### config.mk
export PLATFORM = sky130hd
export DESIGN_NAME = one_shot_basic_timer
export DESIGN_NICKNAME = d
export VERILOG_FILES = /design/src/design/otb_pkg.sv /design/src/design/otb_core.sv /design/src/design/one_shot_basic_timer.sv
export SDC_FILE = /design/constraint.sdc
export NUM_CORES = 1
export LEC_CHECK = 0
export BUFFER_PORTS_ARGS = -buffer_cell sky130_fd_sc_hd__buf_4
export CELL_PAD_IN_SITES_DETAIL_PLACEMENT = 0
export CELL_PAD_IN_SITES_GLOBAL_PLACEMENT = 1
export CORE_MARGIN = 8
export CORE_UTILIZATION = 30
export DETAILED_ROUTE_END_ITERATION = 10
export GPL_TIMING_DRIVEN = 0
export HOLD_SLACK_MARGIN = 0.1
export PLACE_DENSITY_LB_ADDON = 0.1
export SYNTH_ARGS = -nofsm -noshare
export SYNTH_HDL_FRONTEND = slang
export SYNTH_SLANG_ARGS = --single-unit
### constraint.sdc
create_clock -name clk -period 2.4 [get_ports clk]
set_clock_uncertainty 0.2 [all_clocks]
set_input_delay 0.12 -clock clk [delete_from_list [all_inputs] [get_ports clk]]
set_output_delay 0.12 -clock clk [all_outputs]
set_load 0.01 [all_outputs]
### src/design/otb_pkg.sv
// Shared types, register map and operation codes for the one-shot basic timer.
package otb_pkg;

  // Counter width and bus data width.
  localparam int CntW  = 16;
  localparam int DataW = 16;
  localparam int OpW   = 2;
  localparam int IdxW  = 3;

  // Request kinds.
  localparam logic [OpW-1:0] OP_TICK  = 2'd0;
  localparam logic [OpW-1:0] OP_WRITE = 2'd1;
  localparam logic [OpW-1:0] OP_READ  = 2'd2;

  // Register map.
  localparam logic [IdxW-1:0] REG_CTRL    = 3'd0;
  localparam logic [IdxW-1:0] REG_PRESC   = 3'd1;
  localparam logic [IdxW-1:0] REG_RELOAD  = 3'd2;
  localparam logic [IdxW-1:0] REG_EVGEN   = 3'd3;
  localparam logic [IdxW-1:0] REG_STATUS  = 3'd4;
  localparam logic [IdxW-1:0] REG_IRQ_EN  = 3'd5;
  localparam logic [IdxW-1:0] REG_COUNTER = 3'd6;

  // Bit positions inside control-type registers.
  localparam int CtrlEnBit = 0;
  localparam int CtrlOpmBit = 1;

  typedef logic [CntW-1:0] cnt_t;

  // One request as held in the input register.
  typedef struct packed {
    logic [OpW-1:0]   op;
    logic [IdxW-1:0]  idx;
    logic [DataW-1:0] data;
  } req_t;

  // One result as held in the output register.
  typedef struct packed {
    logic             update_pulse;
    logic             irq_pending;
    logic [DataW-1:0] read_data;
  } res_t;

  // Timer status bits seen by the top level.
  typedef struct packed {
    logic enable;
    logic one_pulse;
    logic update_flag;
    logic irq_en;
  } sts_t;

endpackage

### src/design/otb_core.sv
// Timer state registers and the single-pass update logic for one request.
module otb_core
  import otb_pkg::*;
(
  input  logic clk,
  input  logic rst,
  input  logic fire,
  input  req_t req,
  output res_t res,
  output sts_t sts
);

  logic enable, enable_next;
  logic one_pulse, one_pulse_next;
  cnt_t presc_pre, presc_pre_next;
  cnt_t presc_act, presc_act_next;
  cnt_t presc_cnt, presc_cnt_next;
  cnt_t reload, reload_next;
  cnt_t count, count_next;
  logic update_flag, update_flag_next;
  logic irq_en, irq_en_next;
  logic upd;
  logic [DataW-1:0] rd;

  // Next state and result for the request in the input register.
  always_comb begin
    enable_next      = enable;
    one_pulse_next   = one_pulse;
    presc_pre_next   = presc_pre;
    presc_act_next   = presc_act;
    presc_cnt_next   = presc_cnt;
    reload_next      = reload;
    count_next       = count;
    update_flag_next = update_flag;
    irq_en_next      = irq_en;
    upd              = 1'b0;
    rd               = '0;
    case (req.op)
      OP_TICK: begin
        if (enable) begin
          if (presc_cnt < presc_act) begin
            presc_cnt_next = presc_cnt + cnt_t'(1);
          end else begin
            presc_cnt_next = '0;
            if (count == reload) begin
              count_next = '0;
              upd        = 1'b1;
            end else begin
              count_next = count + cnt_t'(1);
            end
          end
        end
      end
      OP_WRITE: begin
        case (req.idx)
          REG_CTRL: begin
            enable_next    = req.data[CtrlEnBit];
            one_pulse_next = req.data[CtrlOpmBit];
          end
          REG_PRESC:  presc_pre_next = cnt_t'(req.data);
          REG_RELOAD: reload_next = cnt_t'(req.data);
          REG_EVGEN: begin
            if (req.data[0]) begin
              count_next = '0;
              upd        = 1'b1;
            end
          end
          REG_STATUS: begin
            if (!req.data[0]) update_flag_next = 1'b0;
          end
          REG_IRQ_EN: irq_en_next = req.data[0];
          default: ;
        endcase
      end
      OP_READ: begin
        case (req.idx)
          REG_CTRL:    rd = DataW'({one_pulse, enable});
          REG_PRESC:   rd = DataW'(presc_pre);
          REG_RELOAD:  rd = DataW'(reload);
          REG_STATUS:  rd = DataW'(update_flag);
          REG_IRQ_EN:  rd = DataW'(irq_en);
          REG_COUNTER: rd = DataW'(count);
          default:     rd = '0;
        endcase
      end
      default: ;
    endcase
    // An update event, counted or forced, restarts the prescaler.
    if (upd) begin
      presc_cnt_next   = '0;
      presc_act_next   = presc_pre;
      update_flag_next = 1'b1;
      if (one_pulse) enable_next = 1'b0;
    end
  end

  // Interrupt and update fields reflect the state after the request; read data shows the state before it.
  always_comb begin
    res.read_data    = rd;
    res.irq_pending  = update_flag_next & irq_en_next;
    res.update_pulse = upd;
  end

  // State registers advance once per processed request.
  always_ff @(posedge clk) begin
    if (rst) begin
      enable      <= 1'b0;
      one_pulse   <= 1'b0;
      presc_pre   <= '0;
      presc_act   <= '0;
      presc_cnt   <= '0;
      reload      <= '1;
      count       <= '0;
      update_flag <= 1'b0;
      irq_en      <= 1'b0;
    end else if (fire) begin
      enable      <= enable_next;
      one_pulse   <= one_pulse_next;
      presc_pre   <= presc_pre_next;
      presc_act   <= presc_act_next;
      presc_cnt   <= presc_cnt_next;
      reload      <= reload_next;
      count       <= count_next;
      update_flag <= update_flag_next;
      irq_en      <= irq_en_next;
    end
  end

  assign sts = '{enable: enable, one_pulse: one_pulse,
                 update_flag: update_flag, irq_en: irq_en};

endmodule

### src/design/one_shot_basic_timer.sv
// One-shot basic timer: request stream in, one result per request out.
// The block takes one request per clock cycle unless its output is stalled
// (tick, register write or register read) and returns one result for each, in
// order: the request is held in an input register, the timer state and
// the result are computed in a single pass of logic, and the result waits in
// an output register. A stalled output holds the result while one more
// request can still be taken into the input register.
module one_shot_basic_timer
  import otb_pkg::*;
(
  input  logic        clk,
  input  logic        rst,
  input  logic        s_tvalid,
  output logic        s_tready,
  input  logic [15:0] s_tdata,   // [15:0] write_data
  input  logic [4:0]  s_tuser,   // [1:0] op, [4:2] reg_index
  output logic        m_tvalid,
  input  logic        m_tready,
  output logic [23:0] m_tdata    // [15:0] read_data, [16] irq_pending,
                                 // [17] update_pulse, [23:18] zero
);

  logic in_valid;
  req_t in_req;
  logic out_valid;
  res_t out_res;
  res_t core_res;
  sts_t sts;
  logic advance;

  // The request moves on when the output register is free or being drained.
  assign advance  = in_valid && (!out_valid || m_tready);
  assign s_tready = !in_valid || advance;

  // Input register.
  always_ff @(posedge clk) begin
    if (rst) begin
      in_valid <= 1'b0;
    end else if (s_tready) begin
      in_valid <= s_tvalid;
    end
  end

  always_ff @(posedge clk) begin
    if (s_tready && s_tvalid) begin
      in_req <= '{op: s_tuser[1:0], idx: s_tuser[4:2], data: s_tdata};
    end
  end

  otb_core u_core (
    .clk  (clk),
    .rst  (rst),
    .fire (advance),
    .req  (in_req),
    .res  (core_res),
    .sts  (sts)
  );

  // Output register.
  always_ff @(posedge clk) begin
    if (rst) begin
      out_valid <= 1'b0;
    end else if (advance) begin
      out_valid <= 1'b1;
    end else if (m_tready) begin
      out_valid <= 1'b0;
    end
  end

  always_ff @(posedge clk) begin
    if (advance) begin
      out_res <= core_res;
    end
  end

  assign m_tvalid = out_valid;
  assign m_tdata  = {6'b0, out_res};

  // The input side stalls only behind a full, stalled output register.
  a_stall_cause: assert property (@(posedge clk) disable iff (rst)
    !s_tready |-> (in_valid && out_valid && !m_tready))
    else $error("input stalled without a blocked output");

  // A new result carries the interrupt state left by its request.
  a_irq_matches: assert property (@(posedge clk) disable iff (rst)
    advance |=> (out_res.irq_pending == (sts.update_flag && sts.irq_en)))
    else $error("irq_pending does not match timer state");

  // An update sets the flag.
  a_update_flag: assert property (@(posedge clk) disable iff (rst)
    (advance && core_res.update_pulse) |=> sts.update_flag)
    else $error("update event did not set the flag");

  // In one-pulse mode an update stops the timer.
  a_one_pulse_stop: assert property (@(posedge clk) disable iff (rst)
    (advance && core_res.update_pulse && sts.one_pulse) |=> !sts.enable)
    else $error("one-pulse update left the timer enabled");

endmodule

==> flow_summary.ini, run 1 <==
[global_routing]
grt_pass1_vias = 4977
gr-total-overflow = 0
grt_antenna_before_repair = 0
grt_use_met3_pct = 4.026
use_met2_pct = 24.46
grt_pass1_wl_microns = 27530
grt_use_total_pct = 14.77
grt_busiest_layer = met2
grt_start_max_net_pins = 22
grtUsageMet1_pct = 18.76

[routing]
routed_via_density = 4.735
drcViolationCount = 0
antenna_left = 0
first_iter_violations = 190
finalWirelength_microns = 17650
vias = 4924
wl_per_cell_microns = 16.97
first_pass_iters = 4

[hold_path]
hp-class = in2reg
hold_path_depth = 2
min_to = in_req[17]
hp-start = s_tuser[3]

[layout]
antennaDiodeCount = 0
final_nets = 804
drive_gt1_share_pct = 31.87
area_growth_pct = 40.60
fillCellCount = 1944

[timing]
finalSetupViolations = 52
setup_ws_ns = -0.1878
fmax_ghz = 0.3864
drv_slew = 0
finalCritPeriodShare_pct = 107.8
fin_tns_setup_ns = -6.798
rsz0062_at_grt = yes
finalCriticalPeriod_ns = 2.588
relSlewSlack_pct = 36.33
hold_viol_final = 0
worst_pin_slew_ns = 0.9551

[logic_synthesis]
synth-edff-count = 39
ys_top_cells_by_count = nand2_1, dfxtp_1, nor2_1
synth_top_cells_by_area = dfxtp_1, edfxtp_1, nand2_1, nor2_1, a21oi_1
ys_types = 57
yosysWarningCount = 0
ys.flop_type = dfxtp_1
yosysSeqAreaShare_pct = 48.77
synth_cells = 640
syn_area_sq_mm = 0.005932
async_flop_share_pct = 0
ys_ff_latch = 125
syn_avg_cell_area_sq_um = 9.269
synth_top_area_share_pct = 29.02
yosys.area.top_type = dfxtp_1
yosysMostFrequentCell = nand2_1

[setup_path]
startpoint = u_core.presc_cnt[1]
reg2reg_slack_ns = -0.19
cp_slowest_cell = a2111o_1
crit_required_ns = 2.51
cp_cell_sequence = ha_4 > a2111o_1 > a221oi_4 > o21ai_4 > buf_6 > clkbuf_16 > o211ai_1 > xor2_1 > nor2_2
start_kind = flop
cp-end-kind = flop
max_stage_delay_ns = 0.41
reg2regPathDepth = 9
r2r_start = u_core.presc_cnt[1]
crit_type = reg2reg
worst_ep_arrival_time_ns = 2.70
path_max_fanout = 7
reg2reg_to = u_core.count[12]

[place]
detailed_place_hpwl_microns = 12860
gp_congestion = 0.7840
port_buffers = 44

[pwr]
p_leak_nw = 3.179
total_power_w = 0.005042
max-vdd-ir-drop_mv = 0.4573
power_density_mw_per_mm2 = 604.5

[clock_tree]
cts_max_path_buffers = 2
worst_skew_pair.late_latency_ns = 0.42
clock-sinks = 125
htree_levels = 4
cts_tree = yes
cts_buffers = 17
cts.clk_slew.worst_paths_ns = 0.06
cts-root-buf = clkbuf_16

[floorplanning]
die-width_microns = 156.6
coreArea_sq_mm = 0.01946
num_rows = 51
ios = 51
start_util_pct = 30.48
die_h_microns = 156.6
die_area_sq_mm = 0.02453

[flow_run]
drv_cap = 0

[run_status]
status = finished with violations
failed_checks = setup timing
-- metrics by stage --
step	cells	cell area (sq um)	utilization, %	setup WS, ns	hold slack (ns)
after floorplan	645	5962	-	-0.01328	0.01887
after global placement	954	6624	34.03	-0.7449	0.09828
after detailed placement	954	6624	34.03	-0.8150	0.09948
after CTS	1040	8094	41.59	-0.2275	0.1972
after global routing	1040	8341	42.85	-0.3047	0.1956
final	1040	8341	42.85	-0.1878	0.2159
-- sequential cells by signal (all words and copies together) (netlist names) --
name,count
in_req,21
m_tdata,18
u_core.count,16
u_core.presc_act,16
u_core.presc_cnt,16
u_core.presc_pre,16
u_core.reload,16
in_valid,1
m_tvalid,1
u_core.enable,1
u_core.irq_en,1
u_core.one_pulse,1
u_core.update_flag,1
-- routing by layer --
metal / part of all wire, % / up-vias / routed length [microns]
li1: - / 2492 / -
met1: 46 / 2353 / 8176
met2: 49 / 65 / 8604
met3: 4.0 / 14 / 703
met4: 0.95 / 0 / 167
met5: 0 / - / 0
-- kinds of logic (layout without fill, tap and decap cells) --
family                     after synthesis  in the layout  share of synthesized area [%]
AOI/OAI and AO/OA                      123            123                          12.93
adders and majority gates               17             17                          3.586
muxes                                   23             23                          3.902
other                                    1              6                        0.06322
xor gates and xnor gates                28             28                          4.134
DFF                                    125            125                          48.77
buffers and inverters                   62            192                          5.125
and+or+nand+nor                        261            261                          21.49
-- placed cells by master (no fill, tap or decap), types with 5 or more instances in the layout --
master and instances:
inv_1 11, dfxtp_2 16, o21ai_0 8, edfxtp_1 39, clkbuf_1 11, ha_4 6
nand2_1 91, dfxtp_1 66, clkbuf_16 20, a22oi_1 15, conb_1 6, buf_4 70
a21oi_1 40, nor4_1 5, nand3_1 7, xnor2_1 12, clkbuf_2 10, nand3b_1 18
xor2_1 13, o21ai_1 17, nor2_1 66, inv_2 6, and3_1 6, mux2i_1 21
dlygate4sd3_1 25, nor2_2 8, nand2_2 7, buf_6 10, ha_1 11, a21oi_2 7
nor4_2 6
-- area by class of cell --
class | count | area [sq um] | area share, %
Sequential cell | 125 | 2928 | 35.10
Timing Repair Buffer | 101 | 944.7 | 11.33
Timing Repair inverter | 1 | 5.005 | 0.06001
Clock buffer | 20 | 467.9 | 5.611
Tap cell | 265 | 331.6 | 3.975
Clock inverter | 12 | 110.1 | 1.320
Buffer | 40 | 296.5 | 3.555
Inverter | 18 | 71.32 | 0.8551
Multi-Input combinational cell | 458 | 3186 | 38.19
-- critical path: cells and delay by family, from the launching register on --
kind,cells,cell delay (ns)
AOI/OAI and AO/OA,4,1.13
DFF,1,0.35
buffers and inverters,2,0.30
adders and majority gates,1,0.23
xor gates and xnor gates,1,0.21
and+or+nand+nor,1,0.05
-- power breakdown --
| group | leakage, nW | total, W | internal [W] | switching (W) |
|---|---|---|---|---|
| Clock | 0.276 | 0.00250 | 0.00152 | 0.000986 |
| Sequential | 1.07 | 0.00224 | 0.00222 | 0.0000252 |
| Combinational | 1.83 | 0.000294 | 0.000139 | 0.000155 |
-- repair_timing --
action	4_1_cts	5_1_grt
pin swaps	32	11
gates resized for setup	93	63
hold buffers	25	0
endpoints found under the setup margin	84	86
gates cloned	5	1
setup buffers	24	5
hold endpoints to repair	39	0
-- worst max-delay path by stage --
stage | to | cells after the start
global route | u_core.count[15] | 9
detailed placement | u_core.presc_cnt[9] | 9
finish | u_core.count[12] | 9
CTS | u_core.count[12] | 9
global placement | u_core.presc_cnt[6] | 9
floorplan | u_core.presc_act[10] | 10
Note: power is estimated with default switching activity, not from simulation.
==> inputs of run 2 (changes only) <==
--- a/config.mk
+++ b/config.mk
@@ -5,12 +5,12 @@
 export SDC_FILE = /design/constraint.sdc
 export NUM_CORES = 1
 export LEC_CHECK = 0
-export BUFFER_PORTS_ARGS = -buffer_cell sky130_fd_sc_hd__buf_4
 export CELL_PAD_IN_SITES_DETAIL_PLACEMENT = 0
 export CELL_PAD_IN_SITES_GLOBAL_PLACEMENT = 1
 export CORE_MARGIN = 8
 export CORE_UTILIZATION = 30
 export DETAILED_ROUTE_END_ITERATION = 10
+export DONT_BUFFER_PORTS = 1
 export GPL_TIMING_DRIVEN = 0
 export HOLD_SLACK_MARGIN = 0.1
 export PLACE_DENSITY_LB_ADDON = 0.1
==> flow_summary.ini, run 2 (same netlist as run 1, synthesis figures left out) <==
[routing]
dr_wl_met2_microns = 8698
drcViolationCount = 0
wl_per_cell_microns = 17.65
vias = 4765
first_pass_iters = 4
antenna_left = 0
wl_met3_microns = 579
met1_length_microns = 8165
routed_via_density = 4.784
top_layer = met4
first_iter_violations = 212
finalWirelength_microns = 17580

[global_routing]
grt_antenna_before_repair = 0
grt_pass1_vias = 4822
grt_pass1_wl_microns = 27660
grt_use_total_pct = 14.84
grt_start_max_net_pins = 22
gr-total-overflow = 0

[setup_path]
r2r_start = u_core.presc_act[8]
crit_family = simple AND/OR/NAND/NOR gates
reg2reg_to = u_core.count[7]
worst_ep_arrival_time_ns = 2.71
max_stage_delay_ns = 0.54
cp_slowest_cell = or4_4
crit_buf_inv = 1
cp-end-kind = flop
reg2reg_slack_ns = -0.16
path_max_fanout = 6
crit_type = reg2reg
reg2regPathDepth = 8
cp_cell_sequence = inv_2 > ha_4 > nand2_2 > or4_4 > o21ai_4 > o21ai_4 > or4_4 > a21oi_2
start_kind = flop
crit_required_ns = 2.55

[pwr]
power_density_mw_per_mm2 = 657.9
max-vdd-ir-drop_mv = 0.4699
total_power_w = 0.005225
p_leak_nw = 2.992

[floorplanning]
die-width_microns = 156.6
die_area_sq_mm = 0.02453
ios = 51
start_util_pct = 30.48
die_h_microns = 156.6
coreArea_sq_mm = 0.01946
num_rows = 51

[timing]
finalCriticalPeriod_ns = 2.560
rsz0062_at_grt = yes
finalSetupViolations = 50
fmax_ghz = 0.3906
hold_slack_ns = 0.1295
worst_pin_slew_ns = 0.9407
relSlewSlack_pct = 37.28
setup_ws_ns = -0.1599
finalCritPeriodShare_pct = 106.7
hold_viol_final = 0
drv_slew = 0

[place]
port_buffers = 0
detailed_place_hpwl_microns = 12690
gp_congestion = 0.7830
dp_slack_ns = -0.8443

[hold_path]
hp-class = in2reg
hold_path_depth = 1
hp-start = s_tdata[13]
min_to = in_req[13]

[layout]
drive_gt1_share_pct = 24.76
largest_reg_flops = 21
antennaDiodeCount = 0
regMostFlops = in_req
area_growth_pct = 33.87
final_common_cell = nand2_1
layout_common_cells = nand2_1, dfxtp_1, nor2_1, a21oi_1, edfxtp_1
final_nets = 760

[clock_tree]
cts.clk_slew.worst_paths_ns = 0.06
cts_buffers = 17
cts-root-buf = clkbuf_16
worst_skew_pair.late_latency_ns = 0.42
htree_levels = 4
cts_max_path_buffers = 2
cts_tree = yes
clock-sinks = 125

[run_status]
failed_checks = setup timing
status = finished with violations

[flow_run]
drv_cap = 0
run 2: how the worst max path moves through the flow:
stage	from	to	slack, ns	cells after the start
after floorplan	u_core.presc_cnt[5]	u_core.presc_act[10]	-0.01	10
after global placement	m_tvalid	u_core.presc_cnt[6]	-0.78	9
after detailed placement	m_tvalid	u_core.presc_cnt[9]	-0.84	9
after CTS	u_core.presc_act[1]	u_core.presc_act[13]	-0.20	10
after global routing	u_core.presc_act[1]	u_core.presc_act[2]	-0.29	10
final	u_core.presc_act[8]	u_core.count[7]	-0.16	8
run 2: what timing repair did:
item	in CTS	in global routing
gates resized for setup	92	44
gates cloned	4	1
endpoints found under the setup margin	85	94
setup buffers	17	8
pin swaps	35	14
endpoints found under the hold margin	39	2
hold buffers	25	2
run 2: report_power, final:
group	total (W)	internal (W)	switching [W]
clock network	0.00274	0.00175	0.000992
registers	0.00226	0.00222	0.0000377
logic	0.000226	0.0000959	0.000131
run 2: metrics by stage:
| step | instances | TNS (ns) | cell area [sq um] | util, % |
|---|---|---|---|---|
| 2_1_floorplan | 645 | -0.1524 | 5962 | - |
| 3_3_place_gp | 910 | -31.78 | 6294 | 32.34 |
| 3_5_place_dp | 910 | -34.72 | 6294 | 32.34 |
| 4_1_cts | 988 | -6.412 | 7735 | 39.74 |
| 5_1_grt | 996 | -10.47 | 7941 | 40.80 |
| 6_report | 996 | -4.512 | 7941 | 40.80 |
run 2: routing by layer:
metal,track usage [%],vias to the layer above
li1,-,2401
met1,19.07,2280
met2,24.48,74
met3,3.640,10
met4,3.707,0
met5,0,-
run 2: area by class of cell:
cell class,count,area (sq um)
repair inverters,1,5.005
well taps,265,331.6
multi-input cells,458,3143
clock inverters,13,188.9
fillers,1965,11520
clock buffers,19,432.9
flip-flops and latches,125,2918
inverters,18,71.32
repair buffers,55,575.6
plain buffers,42,275.3
==> inputs of run 3 (changes only) <==
--- a/config.mk
+++ b/config.mk
@@ -13,7 +13,7 @@
 export DONT_BUFFER_PORTS = 1
 export GPL_TIMING_DRIVEN = 0
 export HOLD_SLACK_MARGIN = 0.1
-export PLACE_DENSITY_LB_ADDON = 0.1
+export PLACE_DENSITY_LB_ADDON = 0.3
 export SYNTH_ARGS = -nofsm -noshare
 export SYNTH_HDL_FRONTEND = slang
 export SYNTH_SLANG_ARGS = --single-unit
==> flow_summary.ini, run 3 (same netlist as run 1, synthesis figures left out) <==
[layout]
area_growth_pct = 30.04
antennaDiodeCount = 0
final_common_cell = nand2_1
regMostFlops = in_req
drive_gt1_share_pct = 22.36
layout_common_cells = nand2_1, dfxtp_1, nor2_1, a21oi_1, edfxtp_1
final_nets = 749
fin_area_sq_mm = 0.007714
largest_reg_flops = 21

[pwr]
p_int_w = 0.004053
seqPwrFrac_pct = 43.9
switching_share_pct = 21.27
p_switching_w = 0.001095
total_power_w = 0.005149
max-vdd-ir-drop_mv = 0.4417
p_leak_nw = 2.897
comb_power_share_pct = 4.2
p_clk_share_pct = 51.9
power_density_mw_per_mm2 = 667.5

[timing]
rsz0062_at_grt = yes
finalSetupViolations = 45
drv_slew = 0
worst_pin_slew_ns = 0.8989
hold_viol_final = 0
setup_ws_ns = -0.1327
fmax_ghz = 0.3948
finalCriticalPeriod_ns = 2.533
relSlewSlack_pct = 40.07
finalCritPeriodShare_pct = 105.5

[clock_tree]
worst_skew_pair.late_latency_ns = 0.42
cts_tree = yes
htree_levels = 4
cts-root-buf = clkbuf_16
cts.clk_slew.worst_paths_ns = 0.06
clock-sinks = 125
cts_max_path_buffers = 2
cts_buffers = 17

[setup_path]
worst_ep_arrival_time_ns = 2.68
startpoint = u_core.presc_act[13]
reg2reg_slack_ns = -0.13
reg2regPathDepth = 8
reg2reg_to = u_core.count[11]
crit_type = reg2reg
path_max_fanout = 6
crit_required_ns = 2.55
endpoint = u_core.count[11]
cp-end-kind = flop
start_kind = flop
r2r_start = u_core.presc_act[13]

[global_routing]
grt_use_total_pct = 14.23
grt_start_max_net_pins = 22
grt_pass1_wl_microns = 26830
gr-total-overflow = 0
grt_pass1_vias = 4847
grt_antenna_before_repair = 0

[floorplanning]
die_h_microns = 156.6
die_area_sq_mm = 0.02453
start_util_pct = 30.48
num_rows = 51
coreArea_sq_mm = 0.01946
die-width_microns = 156.6
ios = 51

[place]
placed_cell_area_sq_mm = 0.006294
detailed_place_hpwl_microns = 12250
dp_slack_ns = -0.6941
gp_congestion = 0.8605
port_buffers = 0

[routing]
finalWirelength_microns = 16660
first_iter_violations = 306
vias = 4725
routed_via_density = 4.797
first_pass_iters = 4
antenna_left = 0
wl_per_cell_microns = 16.91
drcViolationCount = 0

[flow_run]
drv_cap = 0

[hold_path]
hp-class = in2reg

[run_status]
status = finished with violations
failed_checks = setup timing
## run 3: power by group through the flow
stage / combinational (W) / clock [W] / sequential, W
after global routing: 0.000235 / 0.00281 / 0.00227
after CTS: 0.000210 / 0.00272 / 0.00226
final: 0.000216 / 0.00267 / 0.00226
after detailed placement: 0.000163 / 0 / 0.00231
after floorplan: 0.000123 / 0 / 0.00229
after global placement: 0.000162 / 0 / 0.00231
## run 3: stage by stage
step / TNS [ns] / util (%) / hold slack, ns / std cells
floorplan: -0.1524 / - / 0.01887 / 645
global placement: -25.86 / 32.34 / 0.01895 / 910
detailed placement: -26.83 / 32.34 / 0.01895 / 910
CTS: -3.081 / 38.91 / 0.1061 / 984
global route: -8.145 / 39.63 / 0.1114 / 985
finish: -3.385 / 39.63 / 0.1275 / 985
## run 3: area by class of cell
class                      instances  area [sq um]
tap                              265         331.6
sequential                       125          2920
buffer                            42         287.8
clock inverter                    10         137.6
timing repair inverter             1         5.005
timing repair buffer              44         464.2
fill                            1890         11750
clock buffer                      22         484.2
inverter                          18         71.32
multi-input combinational        458          3012
## run 3: worst max-delay path, stage by stage (launching register included)
cell	delay [ns]
dfxtp_2	0.33
inv_2	0.04
ha_4	0.26
nand2_2	0.05
or4_4	0.54
o21ai_4	0.30
o21ai_4	0.12
or4_1	0.47
a21oi_1	0.15
## run 3: what timing repair did
| action | in CTS | in global routing |
|---|---|---|
| gates cloned | 2 | 1 |
| hold buffers | 25 | 0 |
| pin swaps | 16 | 6 |
| endpoints found under the hold margin | 39 | 0 |
| setup buffers | 15 | 2 |
| setup endpoints to repair | 83 | 81 |
| gates resized for setup | 75 | 36 |
## run 3: worst min-delay path by stage
stage | from | to | slack (ns) | cells past startpoint
finish | s_tdata[6] | in_req[6] | 0.13 | 1
global route | s_tdata[1] | in_req[1] | 0.11 | 1
detailed placement | s_tuser[4] | in_req[18] | 0.02 | 0
global placement | s_tdata[1] | in_req[1] | 0.02 | 0
floorplan | s_tdata[0] | in_req[0] | 0.02 | 0
CTS | s_tdata[6] | in_req[6] | 0.11 | 1
## run 3: per-layer routing
metal / routed length (microns) / part of all wire, % / global-route usage [%]
met2: 7959 / 48 / 22.91
met4: 244 / 1.5 / 6.133
met5: 0 / 0 / 0
met1: 7925 / 48 / 18.22
met3: 529 / 3.2 / 2.813
